[config.mk]
export PLATFORM = sky130hd
export DESIGN_NAME = c_string_escape_encoder_top
export DESIGN_NICKNAME = d
export VERILOG_FILES = /design/src/rtl/core/cse_pkg.sv /design/src/rtl/core/cse_front.sv /design/src/rtl/core/cse_queue.sv /design/src/rtl/core/cse_back.sv /design/src/rtl/core/c_string_escape_encoder_top.sv
export SDC_FILE = /design/constraint.sdc
export NUM_CORES = 1
export LEC_CHECK = 0
export BUFFER_PORTS_ARGS = -buffer_cell sky130_fd_sc_hd__buf_4
export CAP_MARGIN = 20
export CORE_MARGIN = 5
export CORE_UTILIZATION = 58
export CTS_CLUSTER_DIAMETER = 200
export DETAILED_ROUTE_END_ITERATION = 12
export PLACE_DENSITY = 0.81
export SKIP_LAST_GASP = 1
export SYNTH_ARGS = -nofsm -noshare
export SYNTH_HDL_FRONTEND = slang
export SYNTH_SLANG_ARGS = --single-unit
[constraint.sdc]
create_clock -name clk -period 3.6 [get_ports clk]
set_input_delay 0.18 -clock clk [delete_from_list [all_inputs] [get_ports clk]]
set_output_delay 0.18 -clock clk [all_outputs]
set_load 0.01 [all_outputs]
[src/rtl/core/cse_pkg.sv]
package cse_pkg;

    localparam logic [7:0] CH_BACKSLASH = 8'h5C;
    localparam logic [7:0] CH_QUOTE     = 8'h22;
    localparam logic [7:0] CH_U         = 8'h75;
    localparam logic [7:0] CH_ZERO      = 8'h30;
    localparam logic [7:0] CH_LOWER_A   = 8'h61;
    localparam logic [7:0] CTRL_MAX     = 8'h1F;

    localparam int QUEUE_DEPTH = 2;

    // Position within the run of bytes emitted for one input byte.
    localparam int POS_W = 3;
    localparam logic [POS_W-1:0] POS_FIRST    = 3'd0;
    localparam logic [POS_W-1:0] POS_SHORT_LAST = 3'd1;
    localparam logic [POS_W-1:0] POS_U        = 3'd1;
    localparam logic [POS_W-1:0] POS_ZERO_HI  = 3'd2;
    localparam logic [POS_W-1:0] POS_ZERO_LO  = 3'd3;
    localparam logic [POS_W-1:0] POS_HEX_HI   = 3'd4;
    localparam logic [POS_W-1:0] POS_UNI_LAST = 3'd5;

    typedef enum logic [1:0] {
        KIND_PASS  = 2'd0,
        KIND_SHORT = 2'd1,
        KIND_UNI   = 2'd2
    } kind_t;

    // One classified input byte: how to expand it and the byte it carries.
    typedef struct packed {
        kind_t      kind;
        logic [7:0] value;
    } item_t;

    function automatic item_t classify(input logic [7:0] b);
        item_t it;
        it.kind  = KIND_PASS;
        it.value = b;
        unique case (b)
            CH_QUOTE, CH_BACKSLASH: it.kind = KIND_SHORT;
            8'h08: begin it.kind = KIND_SHORT; it.value = 8'h62; end
            8'h0C: begin it.kind = KIND_SHORT; it.value = 8'h66; end
            8'h0A: begin it.kind = KIND_SHORT; it.value = 8'h6E; end
            8'h0D: begin it.kind = KIND_SHORT; it.value = 8'h72; end
            8'h09: begin it.kind = KIND_SHORT; it.value = 8'h74; end
            8'h0B: begin it.kind = KIND_SHORT; it.value = 8'h76; end
            default:
            begin
                if (b <= CTRL_MAX)
                begin
                    it.kind = KIND_UNI;
                end
            end
        endcase
        return it;
    endfunction

    function automatic logic [7:0] hex_digit(input logic [3:0] nib);
        logic [7:0] d;
        if (nib < 4'd10)
        begin
            d = CH_ZERO + {4'd0, nib};
        end
        else
        begin
            d = CH_LOWER_A + {4'd0, nib} - 8'd10;
        end
        return d;
    endfunction

    function automatic logic [7:0] expand_byte(input item_t it, input logic [POS_W-1:0] pos);
        logic [7:0] o;
        o = it.value;
        unique case (it.kind)
            KIND_PASS:  o = it.value;
            KIND_SHORT: o = (pos == POS_FIRST) ? CH_BACKSLASH : it.value;
            KIND_UNI:
            begin
                unique case (pos)
                    POS_FIRST:   o = CH_BACKSLASH;
                    POS_U:       o = CH_U;
                    POS_ZERO_HI: o = CH_ZERO;
                    POS_ZERO_LO: o = CH_ZERO;
                    POS_HEX_HI:  o = hex_digit(it.value[7:4]);
                    default:     o = hex_digit(it.value[3:0]);
                endcase
            end
            default:    o = it.value;
        endcase
        return o;
    endfunction

    function automatic logic is_last(input item_t it, input logic [POS_W-1:0] pos);
        logic l;
        unique case (it.kind)
            KIND_PASS:  l = 1'b1;
            KIND_SHORT: l = (pos == POS_SHORT_LAST);
            KIND_UNI:   l = (pos == POS_UNI_LAST);
            default:    l = 1'b1;
        endcase
        return l;
    endfunction

endpackage

[src/rtl/core/cse_front.sv]
module cse_front
    import cse_pkg::*;
(
    input  logic [7:0] in_byte,
    output item_t      item
);

    // Each raw byte is sorted into pass-through, two-byte or six-byte escape.
    assign item = classify(in_byte);

endmodule

[src/rtl/core/cse_queue.sv]
module cse_queue
    import cse_pkg::*;
#(
    parameter int DEPTH = QUEUE_DEPTH
)
(
    input  logic                       clk,
    input  logic                       rst_n,
    input  logic                       wr_en,
    input  item_t                      wr_item,
    input  logic                       rd_en,
    output item_t                      rd_item,
    output logic                       not_empty,
    output logic                       full,
    output logic [$clog2(DEPTH+1)-1:0] count
);

    localparam int PTR_W = (DEPTH > 1) ? $clog2(DEPTH) : 1;
    localparam int CNT_W = $clog2(DEPTH + 1);

    item_t            mem_reg [DEPTH];
    logic [PTR_W-1:0] wr_ptr_reg, wr_ptr_next;
    logic [PTR_W-1:0] rd_ptr_reg, rd_ptr_next;
    logic [CNT_W-1:0] count_reg,  count_next;

    function automatic logic [PTR_W-1:0] bump(input logic [PTR_W-1:0] p);
        logic [PTR_W-1:0] n;
        if (p == PTR_W'(DEPTH - 1))
        begin
            n = '0;
        end
        else
        begin
            n = p + 1'b1;
        end
        return n;
    endfunction

    always_comb
    begin
        wr_ptr_next = wr_en ? bump(wr_ptr_reg) : wr_ptr_reg;
        rd_ptr_next = rd_en ? bump(rd_ptr_reg) : rd_ptr_reg;
        count_next  = count_reg + CNT_W'(wr_en) - CNT_W'(rd_en);
    end

    always_ff @(posedge clk or negedge rst_n)
    begin
        if (!rst_n)
        begin
            wr_ptr_reg <= '0;
            rd_ptr_reg <= '0;
            count_reg  <= '0;
        end
        else
        begin
            wr_ptr_reg <= wr_ptr_next;
            rd_ptr_reg <= rd_ptr_next;
            count_reg  <= count_next;
        end
    end

    always_ff @(posedge clk)
    begin
        if (wr_en)
        begin
            mem_reg[wr_ptr_reg] <= wr_item;
        end
    end

    assign rd_item   = mem_reg[rd_ptr_reg];
    assign not_empty = (count_reg != '0);
    assign full      = (count_reg == CNT_W'(DEPTH));
    assign count     = count_reg;

endmodule

[src/rtl/core/cse_back.sv]
module cse_back
    import cse_pkg::*;
(
    input  logic       clk,
    input  logic       rst_n,
    input  logic       head_valid,
    input  item_t      head_item,
    output logic       head_done,
    output logic       empty,
    input  logic       pop,
    output logic [7:0] out_byte,
    output logic       out_last
);

    logic             out_valid_reg, out_valid_next;
    logic [7:0]       out_byte_reg,  out_byte_next;
    logic             out_last_reg,  out_last_next;
    logic [POS_W-1:0] pos_reg,       pos_next;
    logic             load;
    logic             last_now;

    // The output register takes a new byte whenever an item is waiting and the register is free or being drained.
    assign load     = head_valid && (!out_valid_reg || pop);
    assign last_now = is_last(head_item, pos_reg);
    assign head_done = load && last_now;

    always_comb
    begin
        out_valid_next = out_valid_reg;
        out_byte_next  = out_byte_reg;
        out_last_next  = out_last_reg;
        pos_next       = pos_reg;
        if (out_valid_reg && pop)
        begin
            out_valid_next = 1'b0;
        end
        if (load)
        begin
            out_valid_next = 1'b1;
            out_byte_next  = expand_byte(head_item, pos_reg);
            out_last_next  = last_now;
            pos_next       = last_now ? POS_FIRST : pos_reg + 1'b1;
        end
    end

    always_ff @(posedge clk or negedge rst_n)
    begin
        if (!rst_n)
        begin
            out_valid_reg <= 1'b0;
            pos_reg       <= POS_FIRST;
        end
        else
        begin
            out_valid_reg <= out_valid_next;
            pos_reg       <= pos_next;
        end
    end

    always_ff @(posedge clk)
    begin
        out_byte_reg <= out_byte_next;
        out_last_reg <= out_last_next;
    end

    assign empty    = !out_valid_reg;
    assign out_byte = out_byte_reg;
    assign out_last = out_last_reg;

endmodule

[src/rtl/core/c_string_escape_encoder_top.sv]
// String escape encoder. Every byte pushed in comes out as one to six
// bytes, the final byte of each run flagged by out_last: a double quote or
// backslash becomes a backslash and that character; backspace, form feed,
// newline, carriage return, tab and vertical tab become a backslash and b,
// f, n, r, t or v; any other byte from 0x00 to 0x1F becomes backslash, u,
// 0, 0 and two lowercase hex digits; every other byte passes unchanged.
// Both sides behave as a queue. An input byte is taken on a transfer with
// push high and full low; an output byte leaves on a transfer with pop high
// and empty low. The output side delivers one byte per clock while pop
// stays high and items are waiting, so an escape occupies the single
// output register for two or six bytes; the input can take one byte per
// cycle as long as the small item queue between the classifier and the
// expander has room. A byte pushed into an idle block is first written
// into the item queue and then loaded into the output register, and its
// first output transfer can happen once it is on the output ports.
module c_string_escape_encoder_top
    import cse_pkg::*;
#(
    parameter int QUEUE_DEPTH_P = QUEUE_DEPTH
)
(
    input  logic       clk,
    input  logic       rst_n,
    input  logic       push,
    output logic       full,
    input  logic [7:0] in_byte,
    output logic       empty,
    input  logic       pop,
    output logic [7:0] out_byte,
    output logic       out_last
);

    localparam int CNT_W = $clog2(QUEUE_DEPTH_P + 1);

    item_t            front_item;
    item_t            head_item;
    logic             head_valid;
    logic             head_done;
    logic             push_ok;
    logic [CNT_W-1:0] q_count;

    assign push_ok = push && !full;

    // The front end classifies the byte in the cycle it is transferred in.
    cse_front u_front
    (
        .in_byte (in_byte),
        .item    (front_item)
    );

    // Classified items wait here so that each side can stall on its own.
    cse_queue #(
        .DEPTH (QUEUE_DEPTH_P)
    ) u_queue
    (
        .clk       (clk),
        .rst_n     (rst_n),
        .wr_en     (push_ok),
        .wr_item   (front_item),
        .rd_en     (head_done),
        .rd_item   (head_item),
        .not_empty (head_valid),
        .full      (full),
        .count     (q_count)
    );

    // The back end walks each item through its run of output bytes.
    cse_back u_back
    (
        .clk        (clk),
        .rst_n      (rst_n),
        .head_valid (head_valid),
        .head_item  (head_item),
        .head_done  (head_done),
        .empty      (empty),
        .pop        (pop),
        .out_byte   (out_byte),
        .out_last   (out_last)
    );

    // The queue never holds more items than it has room for.
    assert property (@(posedge clk) disable iff (!rst_n)
        q_count <= CNT_W'(QUEUE_DEPTH_P))
    else $error("item queue count exceeds its depth");

    // An accepted byte is always waiting in the queue on the next edge.
    assert property (@(posedge clk) disable iff (!rst_n)
        push_ok |=> (q_count != '0))
    else $error("accepted byte missing from the item queue");

    // Only escape bytes can appear before the end of a run.
    assert property (@(posedge clk) disable iff (!rst_n)
        (!empty && !out_last) |-> (out_byte == CH_BACKSLASH || out_byte == CH_U ||
                                   out_byte == CH_ZERO || out_byte == 8'h31))
    else $error("unexpected byte inside an escape run");

endmodule

==> Word-level counts from Yosys, hierarchy flattened <==
Memory sizes are Yosys's and may differ from the RTL's.
Cells that the tools add are included.
{ "classes": {"magnitude_cmp": 3, "mux": 16, "eq_ne": 16, "addsub": 11, "n_reduce_logical": 12} }
{ "op_table": {"columns": ["cell", "count"], "rows": [
  ["equality test 8 x 4 -> 1 bit (second input constant)", 6],
  ["case mux 8 bit (6 select lines)", 1],
  ["case mux 8 bit (4 select lines)", 1],
  ["two-way mux 8 bit", 3],
  ["adder 7 x 4 -> 8 bit (first input constant)", 2],
  ["case mux 8 bit (2 select lines)", 1],
  ["subtractor 8 x 4 -> 8 bit (second input constant)", 2],
  ["adder 6 x 4 -> 7 bit (first input constant)", 2],
  ["equality test 8 x 6 -> 1 bit (second input constant)", 1],
  ["equality test 8 x 7 -> 1 bit (second input constant)", 1],
  ["<= comparator 8 x 5 -> 1 bit (second input constant)", 1],
  ["< comparator 4 bit (second input constant)", 2],
  ["OR reduction 8 bit", 1],
  ["equality test 3 x 2 -> 1 bit (second input constant)", 2],
  ["equality test 3 bit (second input constant)", 2],
  ["two-way mux 1 bit", 6],
  ["equality test 2 bit (second input constant)", 2],
  ["logical AND 1 bit", 4],
  ["two-way mux 2 bit", 2],
  ["nonzero test 2 bit", 2],
  ["adder 3 x 1 -> 3 bit (second input constant)", 1],
  ["equality test 3 x 1 -> 1 bit (second input constant)", 1],
  ["logical NOT 3 bit", 1],
  ["two-way mux 3 bit", 1],
  ["other kinds (8)", 10]
]} }
{ "totals": {"out_inout_bits": 11, "memories": 1, "inputBits": 12, "elab_cells": 66, "reg_bits": 17, "ram_bits": 20} }
{ "mem_list": {"columns": ["name", "depth", "width", "read_ports", "rd_ports_with_merged_regs", "write_ports", "line", "rtl"], "rows": [
  ["u_queue.mem_reg", 2, 10, 1, 0, 1, "cse_queue.sv:21", "item_t mem_reg [DEPTH];"]
]} }

==> Depth between registers and ports, before layout <==
An unclocked memory read counts as a cell.
{ "depth": {"word_depth": 6, "depth_mapped": 13, "ltp_nobuf": 11} }

==> Cells and area by module <==
From an unflattened synthesis, not the netlist that was laid out.
{ "unflattened": {"hier_cells": 187, "hier_area_um2": 2158.3} }
{ "modules_own_cells": {"columns": ["module", "seq_area_each_um2", "cells_each", "area_per_inst_um2", "instances"], "rows": [
  ["cse_back", 370.4, 113, 998.5, 1],
  ["cse_queue", 700.7, 46, 957.2, 1],
  ["cse_front", 0.0, 27, 188.9, 1],
  ["c_string_escape_encoder_top", 0.0, 1, 13.8, 1]
]} }

==> Worst setup path before layout <==
No wires, ideal clock.
{ "synth_timing": {"path_kind": "reg2reg", "from": "reg u_queue.rd_ptr_reg", "to": "reg u_queue.count_reg[1] (netlist: u_queue.count[1])", "path_buffers": 2, "arrival_time_ns": 2.368, "path_stages_with_launch": 14, "slack_ns": 1.109, "setup_time_ns": 0.123, "period_less_slack_ns": 2.491, "required_time_ns": 3.477, "cell_sequence": "dfrtp_1 > buf_6 > buf_8 > mux2i_1 > inv_1 > ha_1 > mux2_2 > a21oi_2 > nor2_1 > ha_1 > inv_1 > ha_1 > xnor2_1 > xnor2_1"} }
{ "synth_via": {"elab_chain_cells": 5, "word_cells_on_any_way": 6, "classes_between": "1 x add/sub; 2 x eq/ne; 1 x mux; 1 x reduce/logical; 1 x memory"} }
{ "synth_lines": {"columns": ["element", "line", "rtl"], "rows": [
  ["from (decl)", "cse_queue.sv:23", "logic [PTR_W-1:0] rd_ptr_reg, rd_ptr_next;"],
  ["from (signal assigned)", "cse_queue.sv:57", "rd_ptr_reg <= rd_ptr_next;"],
  ["memory (2 x 10 bit) *", null, null],
  ["equality test 2 bit / equality test 2 x 1 -> 1 bit (equally long branches)", "cse_pkg.sv:94", "unique case (it.kind)"],
  ["case mux 1 bit (2 select lines) *", "cse_pkg.sv:94", null],
  ["logical AND 1 bit *", "cse_back.sv:25", "assign head_done = load && last_now;"],
  ["named net head_done", "c_string_escape_encoder_top.sv:38", "logic head_done;"],
  ["subtractor 2 x 1 -> 2 bit *", "cse_queue.sv:43", "count_next = count_reg + CNT_W'(wr_en) - CNT_W'(rd_en);"],
  ["named net u_queue.count_next[1]", "cse_queue.sv:24", "logic [CNT_W-1:0] count_reg, count_next;"],
  ["to (signal assigned)", "cse_queue.sv:58", "count_reg <= count_next;"],
  ["to (decl)", "cse_queue.sv:24", null]
]} }
The timed path passes the listed nets; every way through them passes the cells marked *.
A chain may end at the register's enable or synchronous reset.

==> Final worst setup path <==
Same ends and word-level chain as after synthesis.

==> results list <==
* First-pass GRT wire length: approximately 6.5 mm
- The share of total power dissipated in the clock network is 0.110.
* Detail-routed net length per standard cell: ~14 µm
- TritonCTS created 5 clock buffers.
* Cell chosen for the clock root: clkbuf_4
- Final RePlAce weighted congestion: 0.8899
- Setup repair after global routing missed its margin: no
- Number of register bits inferred by synthesis: 37
* Int Power: 1.139 mW
- The longest clock path from root to sink contains 2 buffers.
- Hold Fails Final Rpt: 0
- Kind of end point of the critical path: flip-flop
* Maximum number of pins on one net before global-route repair: 15
- Longest individual stage delay on the worst path: between 0.4 and 0.5 ns
* Number of design rule violations left after detail routing: 0
* Total overflow reported by the global router: 0
- Top cells by area, synth: edfxtp_1, dfrtp_1, ha_1
* Worst path required time: 3.87 ns
- Placed standard-cell area: around 0.0022 mm²
- Across every metal layer, demand over resource in global routing totals 0.1680.
* Arrival time at the worst endpoint: ~2.8 ns
- A synthesized cell averages 11.11 µm².
- The critical path is of the flip-flop to flip-flop type.
- Max transition margin: 0.4771
- Broken down by cell family, the worst path's largest delay share belongs to adder cells.
- STA classifies the critical path startpoint as a flip-flop.
- Sum of buffers and inverters on the critical path: 2
- After floorplanning, the core was divided into 21 placement rows.
- The initial utilization of the core area, before any placement, comes to 0.6045.
* Biggest area consumer among synthesized cells: edfxtp_1
* Syn nets: between 200 and 250
- The filler cells instantiated in the layout total about 280.
- Final Critical Period: 2.494 ns
- List of cells traversed by the critical path: mux2i_1 > inv_1 > ha_1 > mux2_2 > a21oi_2 > nor2_1 > ha_1 > inv_1 > ha_1 > xnor2_1 > xnor2_1
- Die Span X: approximately 69 µm
* Average vias per placed instance: roughly 5.6
* IO Count: 23
- Leakage power: between 0.9 and 1 nW
- Among all flip-flop cells after synthesis, the most frequent one is edfxtp_1.
- Of the total power, registers draw 0.392.
* Fmax achieved: between 0.4 and 0.5 GHz
* 1st-iter DRT viols: just under 90
- Combinational share of power: 0.498
- The mapped netlist covers roughly 0.0020 mm².
- Worst hold margin: ~0.038 ns
* Clock Skew: just under 0.003 ns
- Total Routed Length: 3.711 mm
* Vias after detailed routing: 1447
- In this run the power spent charging and discharging nets is roughly 0.76 mW.
- The initial antenna violation count is 0.
* Htree depth: 2
- The count of buffers added on input and output ports is 22.
* Peak VDD IR: 0.4226 mV
- Of the post-synthesis cell area, the dominant cell type holds 0.4283.
* Status: finished clean
- Die area: 0.004789 mm²
- Sequential area share after synthesis: 0.5268
* Ratio of cells with drive above 1 in the final layout: 0.1896
- TritonCTS sink count: 37
- Final setup fails: 0
- Pins over their slew limit: 0
* Count of antenna-violating nets left after detailed routing: 0
* Worst skew pair latency: 0.35 ns
- Power spread over the standard cell area amounts to ~830 mW/mm².
- Yosys warning total: 0
- Net switching fraction of the power: 0.3993
- In this run the worst path has a maximum fanout of 4.
- Sum of net half-perimeters after detailed placement: between 2 and 3 mm
- The synthesized design contains 29 enable-type register cells.
* N_diodes: 0
* Flip-flop count of the largest register, all copies and words added: 20
- Counting instances in the post-synthesis netlist gives the leading cell types as edfxtp_1, inv_1, nand2_1.
* Setup slack of the most critical reg-to-reg path: roughly 1.1 ns
* Period utilization: 0.6927
- Counting stages on the worst path, the most repeated cell is ha_1.
* Power, Total: 1.896 mW
* Reported max-cap violation count: 0
* Core region area: around 0.0034 mm²
- Setup TNS: 0 ns
- For the pin with the worst max-slew slack, the measured transition is between 0.7 and 0.8 ns.
* Number of unique standard cell types used by synthesis: 48
- The min-delay analysis places its worst path in the category input port to flip-flop.
- Detailed Routing Iterations Pass 1: 4
* Clock transition at the registers of the reported paths: approximately 0.1 ns
- The via count of the first global-routing pass came to about 1400.
* CTS tree: yes
- Library cell contributing the largest single delay on the critical path: dfrtp_1
* Die Y-Extent: 69.21 µm
- Layout Cell Area excl Fill: about 0.0023 mm²
- Cells resized by post-CTS repair: 0
- Total Nets Final: between 200 and 250
* Area growth from synthesis to layout: 12.62%
* Number of cells produced by synthesis: between 150 and 200
- Dominant cell by count in the synthesized netlist: edfxtp_1
- After synthesis, the share of flip-flops with an asynchronous set or reset is 0.2162.
final timing paths:
kind / from / end / cells after the start
worst min-delay path: in_byte[7] / u_queue.mem_reg[1][7]$_DFFE_PP_ / 1
worst max-delay path: u_queue.rd_ptr_reg$_DFFE_PN0P_ / u_queue.count[1]$_DFF_PN0_ / 11
worst max register to register: u_queue.rd_ptr_reg$_DFFE_PN0P_ / u_queue.count[1]$_DFF_PN0_ / 11
min in group asynchronous: rst_n / u_queue.rd_ptr_reg$_DFFE_PN0P_ / 2
worst min register to register: u_queue.wr_ptr_reg$_DFFE_PN0P_ / u_queue.wr_ptr_reg$_DFFE_PN0P_ / 1
max in group asynchronous: rst_n / u_queue.count[0]$_DFF_PN0_ / 2
final cells by class:
| cell class | instances | area [µm²] | share of cell area |
|---|---|---|---|
| Sequential cell | 37 | 1071 | 0.4678 |
| Multi-Input combinational cell | 125 | 863.3 | 0.3770 |
| Timing Repair Buffer | 24 | 182.7 | 0.07978 |
| Inverter | 17 | 63.81 | 0.02787 |
| Tap cell | 46 | 57.56 | 0.02514 |
| Clock buffer | 6 | 41.29 | 0.01803 |
| Clock inverter | 2 | 10.01 | 0.004372 |
cells by family after synthesis:
logic type	after synthesis	share of synthesized area
and+or+nand+nor	56	0.1397
AOI/OAI and AO/OA	44	0.1379
DFF	37	0.5268
buffers and inverters	21	0.04861
muxes	11	0.07015
adders and majority gates	9	0.05539
xor gates and xnor gates	5	0.02154
routing by layer:
metal | up-vias | track usage | share of wire
li1 | 727 | - | -
met1 | 666 | 0.1955 | 0.42
met2 | 47 | 0.2871 | 0.50
met3 | 7 | 0.05217 | 0.062
met4 | 0 | 0.06725 | 0.019
met5 | - | 0 | 0
power by group through the flow:
stage               sequential, mW  clock (mW)  combinational [mW]
finish                       0.743       0.208               0.945
floorplan                    0.755           0               0.687
global route                 0.762       0.231                1.05
global placement             0.750           0               0.916
detailed placement           0.755           0               0.934
CTS                          0.744       0.215               0.944
placed cells by master (no fill, tap or decap), types with 2 or more instances in the layout:
| master | instances |
|---|---|
| a21oi_1 | 9 |
| a32oi_1 | 2 |
| and3_1 | 2 |
| buf_4 | 23 |
| clkbuf_4 | 5 |
| clkinv_2 | 2 |
| dfrtp_1 | 8 |
| edfxtp_1 | 29 |
| ha_1 | 9 |
| inv_1 | 17 |
| mux2_2 | 3 |
| mux2i_1 | 5 |
| mux2i_4 | 2 |
| nand2_1 | 16 |
| nand2b_1 | 6 |
| nand3_1 | 7 |
| nor2_1 | 11 |
| nor2b_1 | 2 |
| nor3_1 | 3 |
| o211ai_1 | 3 |
| o21a_1 | 2 |
| o21ai_0 | 13 |
| o22ai_1 | 3 |
| xnor2_1 | 3 |
| xor2_1 | 2 |
per-stage QoR:
stage	setup WS [ns]	util	std cells
after floorplan	1.109	-	183
after global placement	1.229	0.6626	248
after detailed placement	1.129	0.6626	248
after CTS	1.087	0.6808	257
after global routing	0.8951	0.6808	257
final	1.106	0.6808	257
what timing repair did:
action | 4_1_cts | 5_1_grt
hold endpoints to repair | 8 | 0
hold buffers | 1 | 0
setup buffers | 0 | 0
Power figures use the tool's default switching activity.
